File: src/hdl/rsfp_pkg.sv
// rsfp_pkg: constants, status codes and stream widths of the serial frame parser
// no dependencies; imported by the parser top level and its checker

package rsfp_pkg;

    localparam int FRAME_BYTES_DEF = 64;
    localparam int PAYLOAD_CAP     = 44;

    localparam logic [7:0] SYNC0      = 8'hA5;
    localparam logic [7:0] SYNC1      = 8'h5A;
    localparam logic [7:0] LEN_HI_MSK = 8'h7F;
    localparam logic [7:0] TRAILER    = 8'h04;
    localparam logic [7:0] TYPE_ACK   = 8'hDB;
    localparam logic [7:0] ACK_CMD    = 8'hA1;
    localparam logic [7:0] DATA_MAX   = 8'h64;
    localparam logic [7:0] DATA_ALT   = 8'h78;
    localparam logic [7:0] DATA_CMD   = 8'hA0;
    localparam logic [7:0] ACK_OK     = 8'h01;

    // frame layout: header of four bytes, body after it
    localparam int HDR_BYTES   = 4;
    localparam int IDX_B0      = HDR_BYTES + 0;
    localparam int IDX_B1      = HDR_BYTES + 1;
    localparam int IDX_B3      = HDR_BYTES + 3;
    localparam int IDX_B10     = HDR_BYTES + 10;
    localparam int IDX_B11     = HDR_BYTES + 11;
    localparam int IDX_B12     = HDR_BYTES + 12;
    localparam int PAYLOAD_OFS = 14;
    localparam int PAYLOAD_IDX = HDR_BYTES + PAYLOAD_OFS;

    localparam logic [3:0] ST_PENDING  = 4'd0;
    localparam logic [3:0] ST_BAD_HDR  = 4'd1;
    localparam logic [3:0] ST_OVERFLOW = 4'd2;
    localparam logic [3:0] ST_BAD_SUM  = 4'd3;
    localparam logic [3:0] ST_ACK_OK   = 4'd4;
    localparam logic [3:0] ST_ACK_FAIL = 4'd5;
    localparam logic [3:0] ST_DATA     = 4'd6;
    localparam logic [3:0] ST_BAD_CMD  = 4'd7;
    localparam logic [3:0] ST_UNKNOWN  = 4'd8;
    localparam logic [3:0] ST_SHORT    = 4'd9;

    localparam int PLEN_W    = 7;
    localparam int CNT16_W   = 16;
    localparam int M_TDATA_W = 72;
    localparam int M_TUSER_W = 4;

endpackage

File: src/hdl/rsfp_ram.sv
// rsfp_ram: generic single-write, single-read ram with registered read data
// no dependencies; holds the frame bytes of the parser

module rsfp_ram #(
    parameter int WIDTH = 8,
    parameter int DEPTH = 64
) (
    input  logic                     aclk,
    input  logic                     we,
    input  logic [$clog2(DEPTH)-1:0] waddr,
    input  logic [WIDTH-1:0]         wdata,
    input  logic                     re,
    input  logic [$clog2(DEPTH)-1:0] raddr,
    output logic [WIDTH-1:0]         rdata
);

    logic [WIDTH-1:0] mem [DEPTH];

    always_ff @(posedge aclk) begin
        if (we) begin
            mem[waddr] <= wdata;
        end
        if (re) begin
            rdata <= mem[raddr];
        end
    end

endmodule

File: src/hdl/radio_serial_frame_parser_unit.sv
// radio_serial_frame_parser_unit: A5 5A length-prefixed frame parser with xor checksum
// depends on rsfp_pkg and rsfp_ram
//
// usage:
// s_ channel takes one serial byte per word in s_tdata[7:0]
// m_ channel gives result words; m_tuser carries the status code, m_tlast
// marks the final word caused by one input byte
// every input byte gives one result word, a good data frame gives one word
// per payload byte (at most 44), read back from the frame ram
// a result word is registered in the evaluate step that follows its byte, the first
// payload word of a data frame after the evaluate, read and send steps
// no new byte is taken until the evaluate step of the last one is done, and each
// payload word waits for the registered read of the frame ram
// one more byte is taken while a result word still waits in the output register
// reset: counters cleared, link quality set to all ones, frame restarts empty,
// no byte is taken while reset is held
// when the receiver stalls, the block holds its output word, takes at most one
// further byte and then waits until that word has been taken

module radio_serial_frame_parser_unit
    import rsfp_pkg::*;
#(
    parameter int FRAME_BYTES = FRAME_BYTES_DEF
) (
    input  logic                 aclk,
    input  logic                 aresetn,
    input  logic                 s_tvalid,
    output logic                 s_tready,
    input  logic [7:0]           s_tdata,   // rx_byte
    output logic                 m_tvalid,
    input  logic                 m_tready,
    // data_byte, link_quality, payload_length, received_total, acked_total,
    // error_total, zero pad
    output logic [M_TDATA_W-1:0] m_tdata,
    output logic [M_TUSER_W-1:0] m_tuser,   // status
    output logic                 m_tlast
);

    localparam int AW  = $clog2(FRAME_BYTES);
    localparam int CW  = $clog2(FRAME_BYTES + 1);
    localparam int RCW = $clog2(PAYLOAD_CAP + 1);

    localparam logic [1:0] S_IDLE = 2'd0;
    localparam logic [1:0] S_EVAL = 2'd1;
    localparam logic [1:0] S_READ = 2'd2;
    localparam logic [1:0] S_SEND = 2'd3;

    logic [1:0]         state_reg;
    logic [CW-1:0]      count_reg;
    logic [7:0]         byte_reg;
    logic [7:0]         xor_reg;
    logic [7:0]         h0_reg, h1_reg, h2_reg, h3_reg;
    logic [7:0]         b0_reg, b1_reg, b3_reg, b10_reg, b11_reg, b12_reg;
    logic [7:0]         quality_reg;
    logic [CNT16_W-1:0] rx_cnt_reg, ack_cnt_reg, err_cnt_reg;
    logic [PLEN_W-1:0]  plen_reg;
    logic [RCW-1:0]     rd_cnt_reg;

    logic               m_valid_reg;
    logic [3:0]         out_status_reg;
    logic [7:0]         out_data_reg;
    logic               out_last_reg;
    logic [PLEN_W-1:0]  out_plen_reg;

    logic               s_accept;
    logic               out_free;
    logic               out_load;
    logic [AW-1:0]      wr_idx;
    logic [AW-1:0]      rd_addr;
    logic [7:0]         ram_rdata;

    logic [14:0]        body_len;
    logic [15:0]        need_cnt;
    logic [14:0]        present;
    logic [15:0]        plen_wide;
    logic [3:0]         ev_status;
    logic               ev_restart;
    logic               ev_err;
    logic               ev_ack;
    logic               ev_data;
    logic [PLEN_W-1:0]  ev_plen;
    logic               send_last;

    assign s_tready = aresetn && (state_reg == S_IDLE);
    assign s_accept = s_tvalid && s_tready;
    assign out_free = !m_valid_reg || m_tready;
    assign out_load = out_free && ((state_reg == S_EVAL && !(ev_data && ev_plen != '0))
                                   || state_reg == S_SEND);
    assign wr_idx   = count_reg[AW-1:0];
    assign rd_addr  = AW'(PAYLOAD_IDX) + AW'(rd_cnt_reg);

    rsfp_ram #(
        .WIDTH(8),
        .DEPTH(FRAME_BYTES)
    ) u_frame_ram (
        .aclk (aclk),
        .we   (s_accept),
        .waddr(wr_idx),
        .wdata(s_tdata),
        .re   (state_reg == S_READ),
        .raddr(rd_addr),
        .rdata(ram_rdata)
    );

    // frame evaluation after the byte has been stored
    always_comb begin
        body_len   = {h2_reg[6:0] & LEN_HI_MSK[6:0], h3_reg};
        need_cnt   = 16'(HDR_BYTES + 2) + {1'b0, body_len};
        present    = (body_len > 15'(PAYLOAD_OFS)) ? body_len - 15'(PAYLOAD_OFS) : 15'd0;
        plen_wide  = {b11_reg, b12_reg};
        if (plen_wide > {1'b0, present}) begin
            plen_wide = {1'b0, present};
        end
        if (plen_wide > 16'(PAYLOAD_CAP)) begin
            plen_wide = 16'(PAYLOAD_CAP);
        end
        ev_status  = ST_PENDING;
        ev_restart = 1'b1;
        ev_err     = 1'b1;
        ev_ack     = 1'b0;
        ev_data    = 1'b0;
        ev_plen    = '0;
        if (count_reg == CW'(FRAME_BYTES)) begin
            ev_status = ST_OVERFLOW;
        end else if (count_reg < CW'(HDR_BYTES)) begin
            ev_restart = 1'b0;
            ev_err     = 1'b0;
        end else if (h0_reg != SYNC0 || h1_reg != SYNC1) begin
            ev_status = ST_BAD_HDR;
        end else if (16'(count_reg) < need_cnt) begin
            ev_restart = 1'b0;
            ev_err     = 1'b0;
        end else if (xor_reg != TRAILER || byte_reg != TRAILER) begin
            ev_status = ST_BAD_SUM;
        end else if (body_len == 15'd0) begin
            ev_status = ST_SHORT;
        end else if (b0_reg == TYPE_ACK) begin
            if (body_len < 15'd4) begin
                ev_status = ST_SHORT;
            end else if (b1_reg != ACK_CMD || b3_reg != ACK_OK) begin
                ev_status = ST_ACK_FAIL;
            end else begin
                ev_status = ST_ACK_OK;
                ev_err    = 1'b0;
                ev_ack    = 1'b1;
            end
        end else if (!(b0_reg <= DATA_MAX || b0_reg == DATA_ALT)) begin
            ev_status = ST_UNKNOWN;
        end else if (body_len < 15'd2) begin
            ev_status = ST_SHORT;
        end else if (b1_reg != DATA_CMD) begin
            ev_status = ST_BAD_CMD;
        end else if (body_len < 15'd13) begin
            ev_status = ST_SHORT;
        end else begin
            ev_status = ST_DATA;
            ev_err    = 1'b0;
            ev_data   = 1'b1;
            ev_plen   = plen_wide[PLEN_W-1:0];
        end
    end

    assign send_last = (PLEN_W'(rd_cnt_reg) + PLEN_W'(1)) == plen_reg;

    // byte capture: header and the body bytes used for classification, link quality and length
    always_ff @(posedge aclk) begin
        if (s_accept) begin
            byte_reg <= s_tdata;
            case (wr_idx)
                AW'(0):       h0_reg  <= s_tdata;
                AW'(1):       h1_reg  <= s_tdata;
                AW'(2):       h2_reg  <= s_tdata;
                AW'(3):       h3_reg  <= s_tdata;
                AW'(IDX_B0):  b0_reg  <= s_tdata;
                AW'(IDX_B1):  b1_reg  <= s_tdata;
                AW'(IDX_B3):  b3_reg  <= s_tdata;
                AW'(IDX_B10): b10_reg <= s_tdata;
                AW'(IDX_B11): b11_reg <= s_tdata;
                AW'(IDX_B12): b12_reg <= s_tdata;
                default: ;
            endcase
        end
    end

    always_ff @(posedge aclk) begin
        if (!aresetn) begin
            state_reg   <= S_IDLE;
            count_reg   <= '0;
            xor_reg     <= '0;
            quality_reg <= 8'hFF;
            rx_cnt_reg  <= '0;
            ack_cnt_reg <= '0;
            err_cnt_reg <= '0;
            m_valid_reg <= 1'b0;
            rd_cnt_reg  <= '0;
        end else begin
            if (out_load) begin
                m_valid_reg <= 1'b1;
            end else if (m_valid_reg && m_tready) begin
                m_valid_reg <= 1'b0;
            end
            case (state_reg)
                S_IDLE: begin
                    if (s_accept) begin
                        count_reg <= count_reg + CW'(1);
                        if (wr_idx >= AW'(HDR_BYTES)) begin
                            xor_reg <= xor_reg ^ s_tdata;
                        end
                        state_reg <= S_EVAL;
                    end
                end
                S_EVAL: begin
                    if (out_free) begin
                        if (ev_restart) begin
                            count_reg <= '0;
                            xor_reg   <= '0;
                        end
                        if (ev_err) begin
                            err_cnt_reg <= err_cnt_reg + 16'd1;
                        end
                        if (ev_ack) begin
                            ack_cnt_reg <= ack_cnt_reg + 16'd1;
                        end
                        if (ev_data) begin
                            rx_cnt_reg  <= rx_cnt_reg + 16'd1;
                            quality_reg <= b10_reg;
                        end
                        if (ev_data && ev_plen != '0) begin
                            plen_reg   <= ev_plen;
                            rd_cnt_reg <= '0;
                            state_reg  <= S_READ;
                        end else begin
                            out_status_reg <= ev_status;
                            out_data_reg   <= '0;
                            out_last_reg   <= 1'b1;
                            out_plen_reg   <= '0;
                            state_reg      <= S_IDLE;
                        end
                    end
                end
                S_READ: begin
                    state_reg <= S_SEND;
                end
                S_SEND: begin
                    if (out_free) begin
                        out_status_reg <= ST_DATA;
                        out_data_reg   <= ram_rdata;
                        out_last_reg   <= send_last;
                        out_plen_reg   <= plen_reg;
                        if (send_last) begin
                            state_reg <= S_IDLE;
                        end else begin
                            rd_cnt_reg <= rd_cnt_reg + RCW'(1);
                            state_reg  <= S_READ;
                        end
                    end
                end
                default: begin
                    state_reg <= S_IDLE;
                end
            endcase
        end
    end

    assign m_tvalid = m_valid_reg;
    assign m_tuser  = out_status_reg;
    assign m_tlast  = out_last_reg;
    assign m_tdata  = {1'b0, err_cnt_reg, ack_cnt_reg, rx_cnt_reg, out_plen_reg,
                       quality_reg, out_data_reg};

endmodule

File: config.mk
export PLATFORM = sky130hd
export DESIGN_NAME = radio_serial_frame_parser_unit
export DESIGN_NICKNAME = d
export VERILOG_FILES = /design/src/hdl/rsfp_pkg.sv /design/src/hdl/rsfp_ram.sv /design/src/hdl/radio_serial_frame_parser_unit.sv
export SDC_FILE = /design/constraint.sdc
export NUM_CORES = 1
export LEC_CHECK = 0
export BUFFER_PORTS_ARGS = -buffer_cell sky130_fd_sc_hd__buf_2
export CAP_MARGIN = 0
export CORE_MARGIN = 5
export CORE_UTILIZATION = 50
export CTS_CLUSTER_DIAMETER = 40
export CTS_CLUSTER_SIZE = 28
export DETAILED_ROUTE_END_ITERATION = 8
export GPL_ROUTABILITY_DRIVEN = 0
export GPL_TIMING_DRIVEN = 0
export HOLD_SLACK_MARGIN = 0.02
export PLACE_DENSITY = 0.69
export SKIP_CTS_REPAIR_TIMING = 1
export SYNTH_ARGS = -nofsm -noshare
export SYNTH_HDL_FRONTEND = slang
export SYNTH_SLANG_ARGS = --single-unit
export TNS_END_PERCENT = 5
File: constraint.sdc
create_clock -name aclk -period 4.6 [get_ports aclk]
set_clock_uncertainty 0.05 [all_clocks]
set_input_delay 0.69 -clock aclk [delete_from_list [all_inputs] [get_ports aclk]]
set_output_delay 0.69 -clock aclk [all_outputs]
set_load 0.01 [all_outputs]
==> results.md, run 1 <==
- Outcome: finished with violations
- Failing checks: setup timing
- Crit path arrival time: around 4.9 ns
- Hold Path Origin: s_tvalid
- Placement Setup Slack: -0.9104 ns
- Hold Path Sink: state_reg[0]$_SDFFE_PN0P_
- Post-synthesis cell type count: 80
- Ys Warns: 0
- Number of flops mapped to enable cells by yosys: around 630
- CP Max Fanout: 5
- Post-Synth Simple-Gate Area: under 10%
- FMAX: ~0.22 GHz
- Post-route non-filler standard cell count: 2,732
- Full die area: about 0.064 mm²
- Worst hold path depth: 3
- Drt pass-1 iters: 5
- Crit path kind: register to register
- # DRC: 0
- Placed insts: about 2.5k
- CP required: 4.89 ns
- Net switching power figure: a little over 0.003 W
- Global-route met3 utilization: under 10%
- I/O Pins: ~90
- Tot Pwr: 0.01436 W
- Diodes inserted: 0
- Final clock period utilization by the worst path: 100.6%
- Post-Synth XOR/XNOR Area: between 1.5 and 2%
- Setup-failing EPs final: 5
- IO Port Bufs: 88
- Setup TNS: -0.1027 ns
- Final core occ: 59.20%
- Min setup slack post-route: -0.02674 ns
- Die width: 252.4 µm
- Vias in the first global route: 16.52k
- Worst slew pin tran: roughly 1.1 ns
- Congestion Overflow GR: 0
- Gate Count Post-Synth: around 1.7k
- First-pass GRT wire length: about 100,000 µm
- Reg2reg start: h3_reg[5]$_DFFE_PP_
- Tmin final: approximately 4.6 ns
- Int Pwr: ~0.011 W
- Largest family of logic cells by synthesized area: multiplexers
- WL/cell: approximately 25 µm
- RSZ-0062 raised after global routing: true
- Max_cap viols: 0
- Leak pwr: 11.23 nW
- Layout cell share with drive strength beyond 1: 26.08%
- HPWL Detailed: ~43,000 µm
- Mapped Area: 0.02938 mm²
- Routed vias: approximately 16k
- Setup crit end kind: register
- Clock tree buffer depth: 3
- Initial antenna violation count: 0
- Worst hold path type: input port to register
- CTS root buf: clkbuf_16
- Biggest register: u_frame_ram.mem
- Reg power frac: roughly 49%
- Mean Syn Cell Area: approximately 17 µm²
- Die height: between 200 and 300 µm
- Register area share after synthesis: a little over two thirds
- P per Cell Area: between 400 and 500 mW/mm²
- Clock share of power: around 49%
- Met1 Use GR: between 20% and 30%
- Post-Synth Adder-Cell Area: 1.405%
- Post-synthesis mux area share: about 14%
- Layout area overhead: 16.70%
- Final #Nets: 1,938
- Commonest non-fill, non-tap cell in the layout: edfxtp_1
- Worst vdd ir: 0.3684 mV
- Clk_lat worst skew: ~0.63 ns
- Critical-path cell list: buf_6 > or4_4 > nor4_4 > and2_4 > a21o_1 > ha_4 > a41o_1 > a21oi_1 > or4_4 > a31oi_4 > mux2i_2 > o211ai_1 > nand3b_1 > buf_6 > nor2b_4 > clkbuf_16
- Clock sink total: 714
- Vias per cell: 5.999
- Core ar.: 0.05792 mm²
- Most frequent cells in the layout: edfxtp_1, mux4_2, nor2_1, nand2_1, buf_2
- Yosys reg bits: a little over 700
- Final wirelength: 69,190 µm
- Reg2Reg Setup Slack: -0.03 ns
- Total CTS buffers: 87
- Most used DFF post-synth: edfxtp_1
- GR Util All Layers: between 20% and 30%
- Slew Viols, Final: 0
- Largest net degree at the start of global routing: between 70 and 80
- Slew headroom: around a quarter
- CTS tree: yes
- RR Endpoint: out_plen_reg[2]$_SDFFCE_PN0P_
- Max reg flops: around 510
- H-tree depth: 3
- Synth Area in Compound Gates: under 10%
- Crit path launch type: register
- Busiest grt layer: met2
- Async SR Flop Fraction: 0%
- CP max stage delay: around 0.56 ns
- Grt met2 use: a little over a third
- Critical-path top delay cell: or4_4
- R2R depth: 16
- Part of the power in combinational logic: between 1.5 and 2%
- Initial core utilization: roughly 51%
- Clk pin slew, worst setup/hold paths: roughly 0.06 ns
- Sw Ratio: around a fifth
- ANT nets after route: 0
- Final Hold Fails: 0
- Fillers: ~4.3k
- Detailed router's first-iteration violation count: about 1.8k
- FP Rows: 88
[power by group through the flow]
stage | sequential, W | combinational, W | clock, W
floorplan | 0.00723 | 0.0000799 | 0
global placement | 0.00723 | 0.000219 | 0
detailed placement | 0.00723 | 0.000232 | 0
CTS | 0.00709 | 0.000233 | 0.00712
global route | 0.00709 | 0.000263 | 0.00742
finish | 0.00709 | 0.000243 | 0.00703
[worst max-delay path: cells and delay by family, from the launching register on]
family          cells  cell delay [ns]
flops               1             0.39
simple gates        6             2.06
buf+inv             3             0.49
fa+ha+maj           1             0.15
compound gates      5             0.88
mux                 1             0.32
[logic make-up after synthesis]
group,count (synthesis)
AO/OA/AOI/OAI,112
XOR/XNOR,67
adder cells (fa/ha/maj),33
buffers and inverters,97
flip-flops,714
multiplexers,189
other,1
AND/OR/NAND/NOR,475
[per-stage QoR]
step           hold slack [ns]  cell area [µm²]
2_1_floorplan           0.3876            29380
3_3_place_gp            0.3963            30780
3_5_place_dp            0.4032            30820
4_1_cts                 0.2837            33850
5_1_grt                 0.2948            34280
6_report                0.3154            34280
[routing by layer]
| layer | vias up | share of wire, % | wire [µm] |
|---|---|---|---|
| met4 | 0 | 3.1 | 2111 |
| met5 | - | 0 | 0 |
| met3 | 134 | 7.4 | 5086 |
| li1 | 7154 | - | - |
| met1 | 8442 | 40 | 27750 |
| met2 | 660 | 49 | 34240 |
[synth_stat cells (5+ instances only)]
cell	number	area, µm²
xor2_1	37	324.1
nor4bb_1	5	50.05
nand2b_1	9	56.30
nor3_1	21	105.1
nor2b_1	12	75.07
nor4b_1	6	52.55
a21boi_1	11	82.58
mux2i_1	20	200.2
buf_2	13	65.06
nand4_1	30	187.7
dfxtp_1	80	1602
edfxtp_1	634	19040
ha_1	33	412.9
nor3_2	5	50.05
nor4_1	19	118.9
nor2_1	120	450.4
mux4_2	168	3784
or3_1	18	112.6
clkbuf_1	43	161.4
nand2_1	97	364.1
nand3b_1	6	45.04
inv_1	20	75.07
and3_1	33	206.5
and2_1	42	262.8
buf_1	16	60.06
nand3_1	24	120.1
a21oi_1	24	120.1
xnor2_1	30	262.8
o21ai_0	30	150.1
[final cells by class]
cell class	instances	area (µm²)	area share [%]
Tap cell	765	957.2	2.792
Clock buffer	98	2270	6.620
Clock inverter	65	759.5	2.215
Sequential cell	714	20640	60.20
Buffer	77	352.8	1.029
Inverter	20	75.07	0.2190
Timing Repair Buffer	114	718.2	2.095
Multi-Input combinational cell	879	8512	24.83
[worst max path at each step]
stage                        start  cells after the start                             to
2_1_floorplan  h3_reg[7]$_DFFE_PP_                     13          m_tlast$_SDFFCE_PN1P_
3_3_place_gp   h3_reg[6]$_DFFE_PP_                     14  out_data_reg[5]$_SDFFCE_PN0P_
3_5_place_dp   h3_reg[6]$_DFFE_PP_                     14  out_data_reg[6]$_SDFFCE_PN0P_
4_1_cts        h3_reg[6]$_DFFE_PP_                     14  out_plen_reg[5]$_SDFFCE_PN0P_
5_1_grt        h3_reg[5]$_DFFE_PP_                     17  out_plen_reg[2]$_SDFFCE_PN0P_
6_report       h3_reg[5]$_DFFE_PP_                     16  out_plen_reg[2]$_SDFFCE_PN0P_
Note: power is estimated with default switching activity, not from simulation.
==> run 2: changes to the inputs <==
Settings changed: PLACE_DENSITY 0.69 to 0.77.
==> run 2 against run 1 <==
Compared with the run above: the run still ends with setup timing left; via count grew 2.3%; sequential power barely moved; worst setup slack gained 0.0070 ns; final area shrank 1.3%; critical path depth is 2 higher; hold slack improved by 0.033 ns; wire length increased by 1.8%; register-to-register slack barely moved; die area unchanged; sequential cell count unchanged; core utilization is 0.78 points lower.
==> results.md, run 2 (synthesis gave the netlist of run 1 again) <==
- GR Util All Layers: 21.68%
- Biggest register: u_frame_ram.mem
- CP required: 4.88 ns
- Most frequent cells in the layout: edfxtp_1, mux4_2, nor2_1, nand2_1, buf_2
- Drt pass-1 iters: 5
- HPWL Detailed: 44,280 µm
- Setup-failing EPs final: 10
- Tmin final: 4.620 ns
- H-tree depth: 3
- P per Cell Area: 408.5 mW/mm²
- WP buf/inv: 5
- CP max stage delay: between 0.5 and 0.6 ns
- Critical-path cell list: buf_6 > or4_4 > nor4_4 > nand2_2 > buf_6 > nand2_2 > ha_4 > nand4b_1 > buf_4 > nor4_4 > a21bo_2 > a31oi_4 > mux2i_2 > o211ai_1 > nand3b_1 > buf_4 > nor2b_4 > buf_12
- Crit path kind: register to register
- Slew headroom: between 20% and 30%
- IO Port Bufs: between 80 and 90
- Commonest non-fill, non-tap cell in the layout: edfxtp_1
- Setup crit end kind: register
- Congestion Overflow GR: 0
- Final #Nets: between 1.5k and 2k
- Layout area overhead: 15.16%
- Worst hold path type: input port to register
- Crit path arrival time: just under 5 ns
- CP Max Fanout: 10
- Total CTS buffers: 76
- ANT nets after route: 0
- Die width: between 200 and 300 µm
- Layout cell share with drive strength beyond 1: around a quarter
- Final Hold Fails: 0
- Crit path launch type: register
- FP Rows: 88
- Min setup slack post-route: -0.01971 ns
- CP top delay family: simple AND/OR/NAND/NOR gates
- Initial core utilization: 50.73%
- Failing checks: setup timing
- Final clock period utilization by the worst path: 100.4%
- Outcome: finished with violations
- Worst vdd ir: approximately 0.35 mV
- CTS root buf: clkbuf_16
- FMAX: about 0.22 GHz
- Placement Setup Slack: -0.9439 ns
- Critical-path top delay cell: or4_4
- Detailed router's first-iteration violation count: about 2.2k
- I/O Pins: between 90 and 100
- First-pass GRT wire length: 104,200 µm
- Fillers: a little over 4k
- Slew Viols, Final: 0
- Full die area: around 0.064 mm²
- Clock tree buffer depth: 3
- Routed vias: 16.76k
- CTS tree: yes
- Vias per cell: ~6.2
- RSZ-0062 raised after global routing: true
- Max_cap viols: 0
- Clock sink total: ~700
- Final wirelength: 70,410 µm
- Initial antenna violation count: 2
- Tot Pwr: between 0.01 and 0.015 W
- Clk_lat worst skew: 0.62 ns
- Leak pwr: between 10 and 15 nW
- # DRC: 0
- Largest net degree at the start of global routing: between 70 and 80
- Worst slew pin tran: between 1 and 1.5 ns
- Clk pin slew, worst setup/hold paths: ~0.070 ns
- Max reg flops: a little over 500
- Vias in the first global route: approximately 16k
- Core ar.: about 0.058 mm²
- Die height: around 250 µm
- WL/cell: 26.05 µm
run 2: cell types whose count changed in the layout (fill, tap and decap cells not counted), sizes merged:
cell / change
buf: -5
bufinv: -2
clkbuf: -14
clkinv: -8
clkinvlp: -4
diode: +1
inv: +3
run 2: power breakdown:
part / switching (W) / internal [W] / total (W)
Clock: 0.00280 / 0.00369 / 0.00649
Combinational: 0.000200 / 0.0000485 / 0.000248
Sequential: 0.0000120 / 0.00707 / 0.00708
run 2: cell type report:
type | count | area [µm²] | share of cell area (%)
timing repair buffer | 108 | 649.4 | 1.919
buffer | 77 | 351.6 | 1.039
inverter | 20 | 75.07 | 0.2219
multi-input combinational | 879 | 8468 | 25.03
sequential | 714 | 20640 | 61.01
clock inverter | 54 | 689.4 | 2.038
clock buffer | 85 | 1999 | 5.910
antenna | 1 | 2.502 | 0.007396
tap | 765 | 957.2 | 2.829
run 2: worst reg2reg max path, cell delays in order, from the launching register on:
cell      delay [ns]
edfxtp_1        0.38
buf_6           0.16
or4_4           0.58
nor4_4          0.36
nand2_2         0.14
buf_6           0.17
nand2_2         0.08
ha_4            0.14
nand4b_1        0.18
buf_4           0.20
nor4_4          0.20
a21bo_2         0.28
a31oi_4         0.32
mux2i_2         0.29
o211ai_1        0.18
nand3b_1        0.18
buf_4           0.15
nor2b_4         0.15
buf_12          0.16
run 2: worst paths after layout:
path                                      startpoint                            end  slack (ns)  cells after the start
worst max-delay path             h3_reg[7]$_DFFE_PP_  out_data_reg[0]$_SDFFCE_PN0P_       -0.02                     18
worst min-delay path                        s_tvalid      state_reg[0]$_SDFFE_PN0P_        0.35                      3
worst max register to register   h3_reg[7]$_DFFE_PP_  out_data_reg[0]$_SDFFCE_PN0P_       -0.02                     18
worst min register to register  b10_reg[1]$_DFFE_PP_    quality_reg[1]$_SDFFE_PN1P_        0.42                      2
run 2: per-stage QoR:
stage | util [%] | instance area [µm²] | hold slack [ns] | TNS [ns] | cells
after floorplan | - | 29380 | 0.3876 | 0 | 1689
after global placement | 53.15 | 30780 | 0.3978 | -19.16 | 2542
after detailed placement | 53.23 | 30830 | 0.4085 | -24.84 | 2544
after CTS | 57.87 | 33520 | 0.2995 | -25.18 | 2683
after global routing | 58.41 | 33830 | 0.3376 | -4.341 | 2702
final | 58.42 | 33830 | 0.3484 | -0.1730 | 2703
run 2: per-layer routing:
metal,vias up,global-route usage (%),share of wire [%]
met5,-,0,0
li1,7108,-,-
met3,166,4.970,9.4
met1,8482,29.17,38
met4,0,7.491,3.7
met2,1007,35.35,49
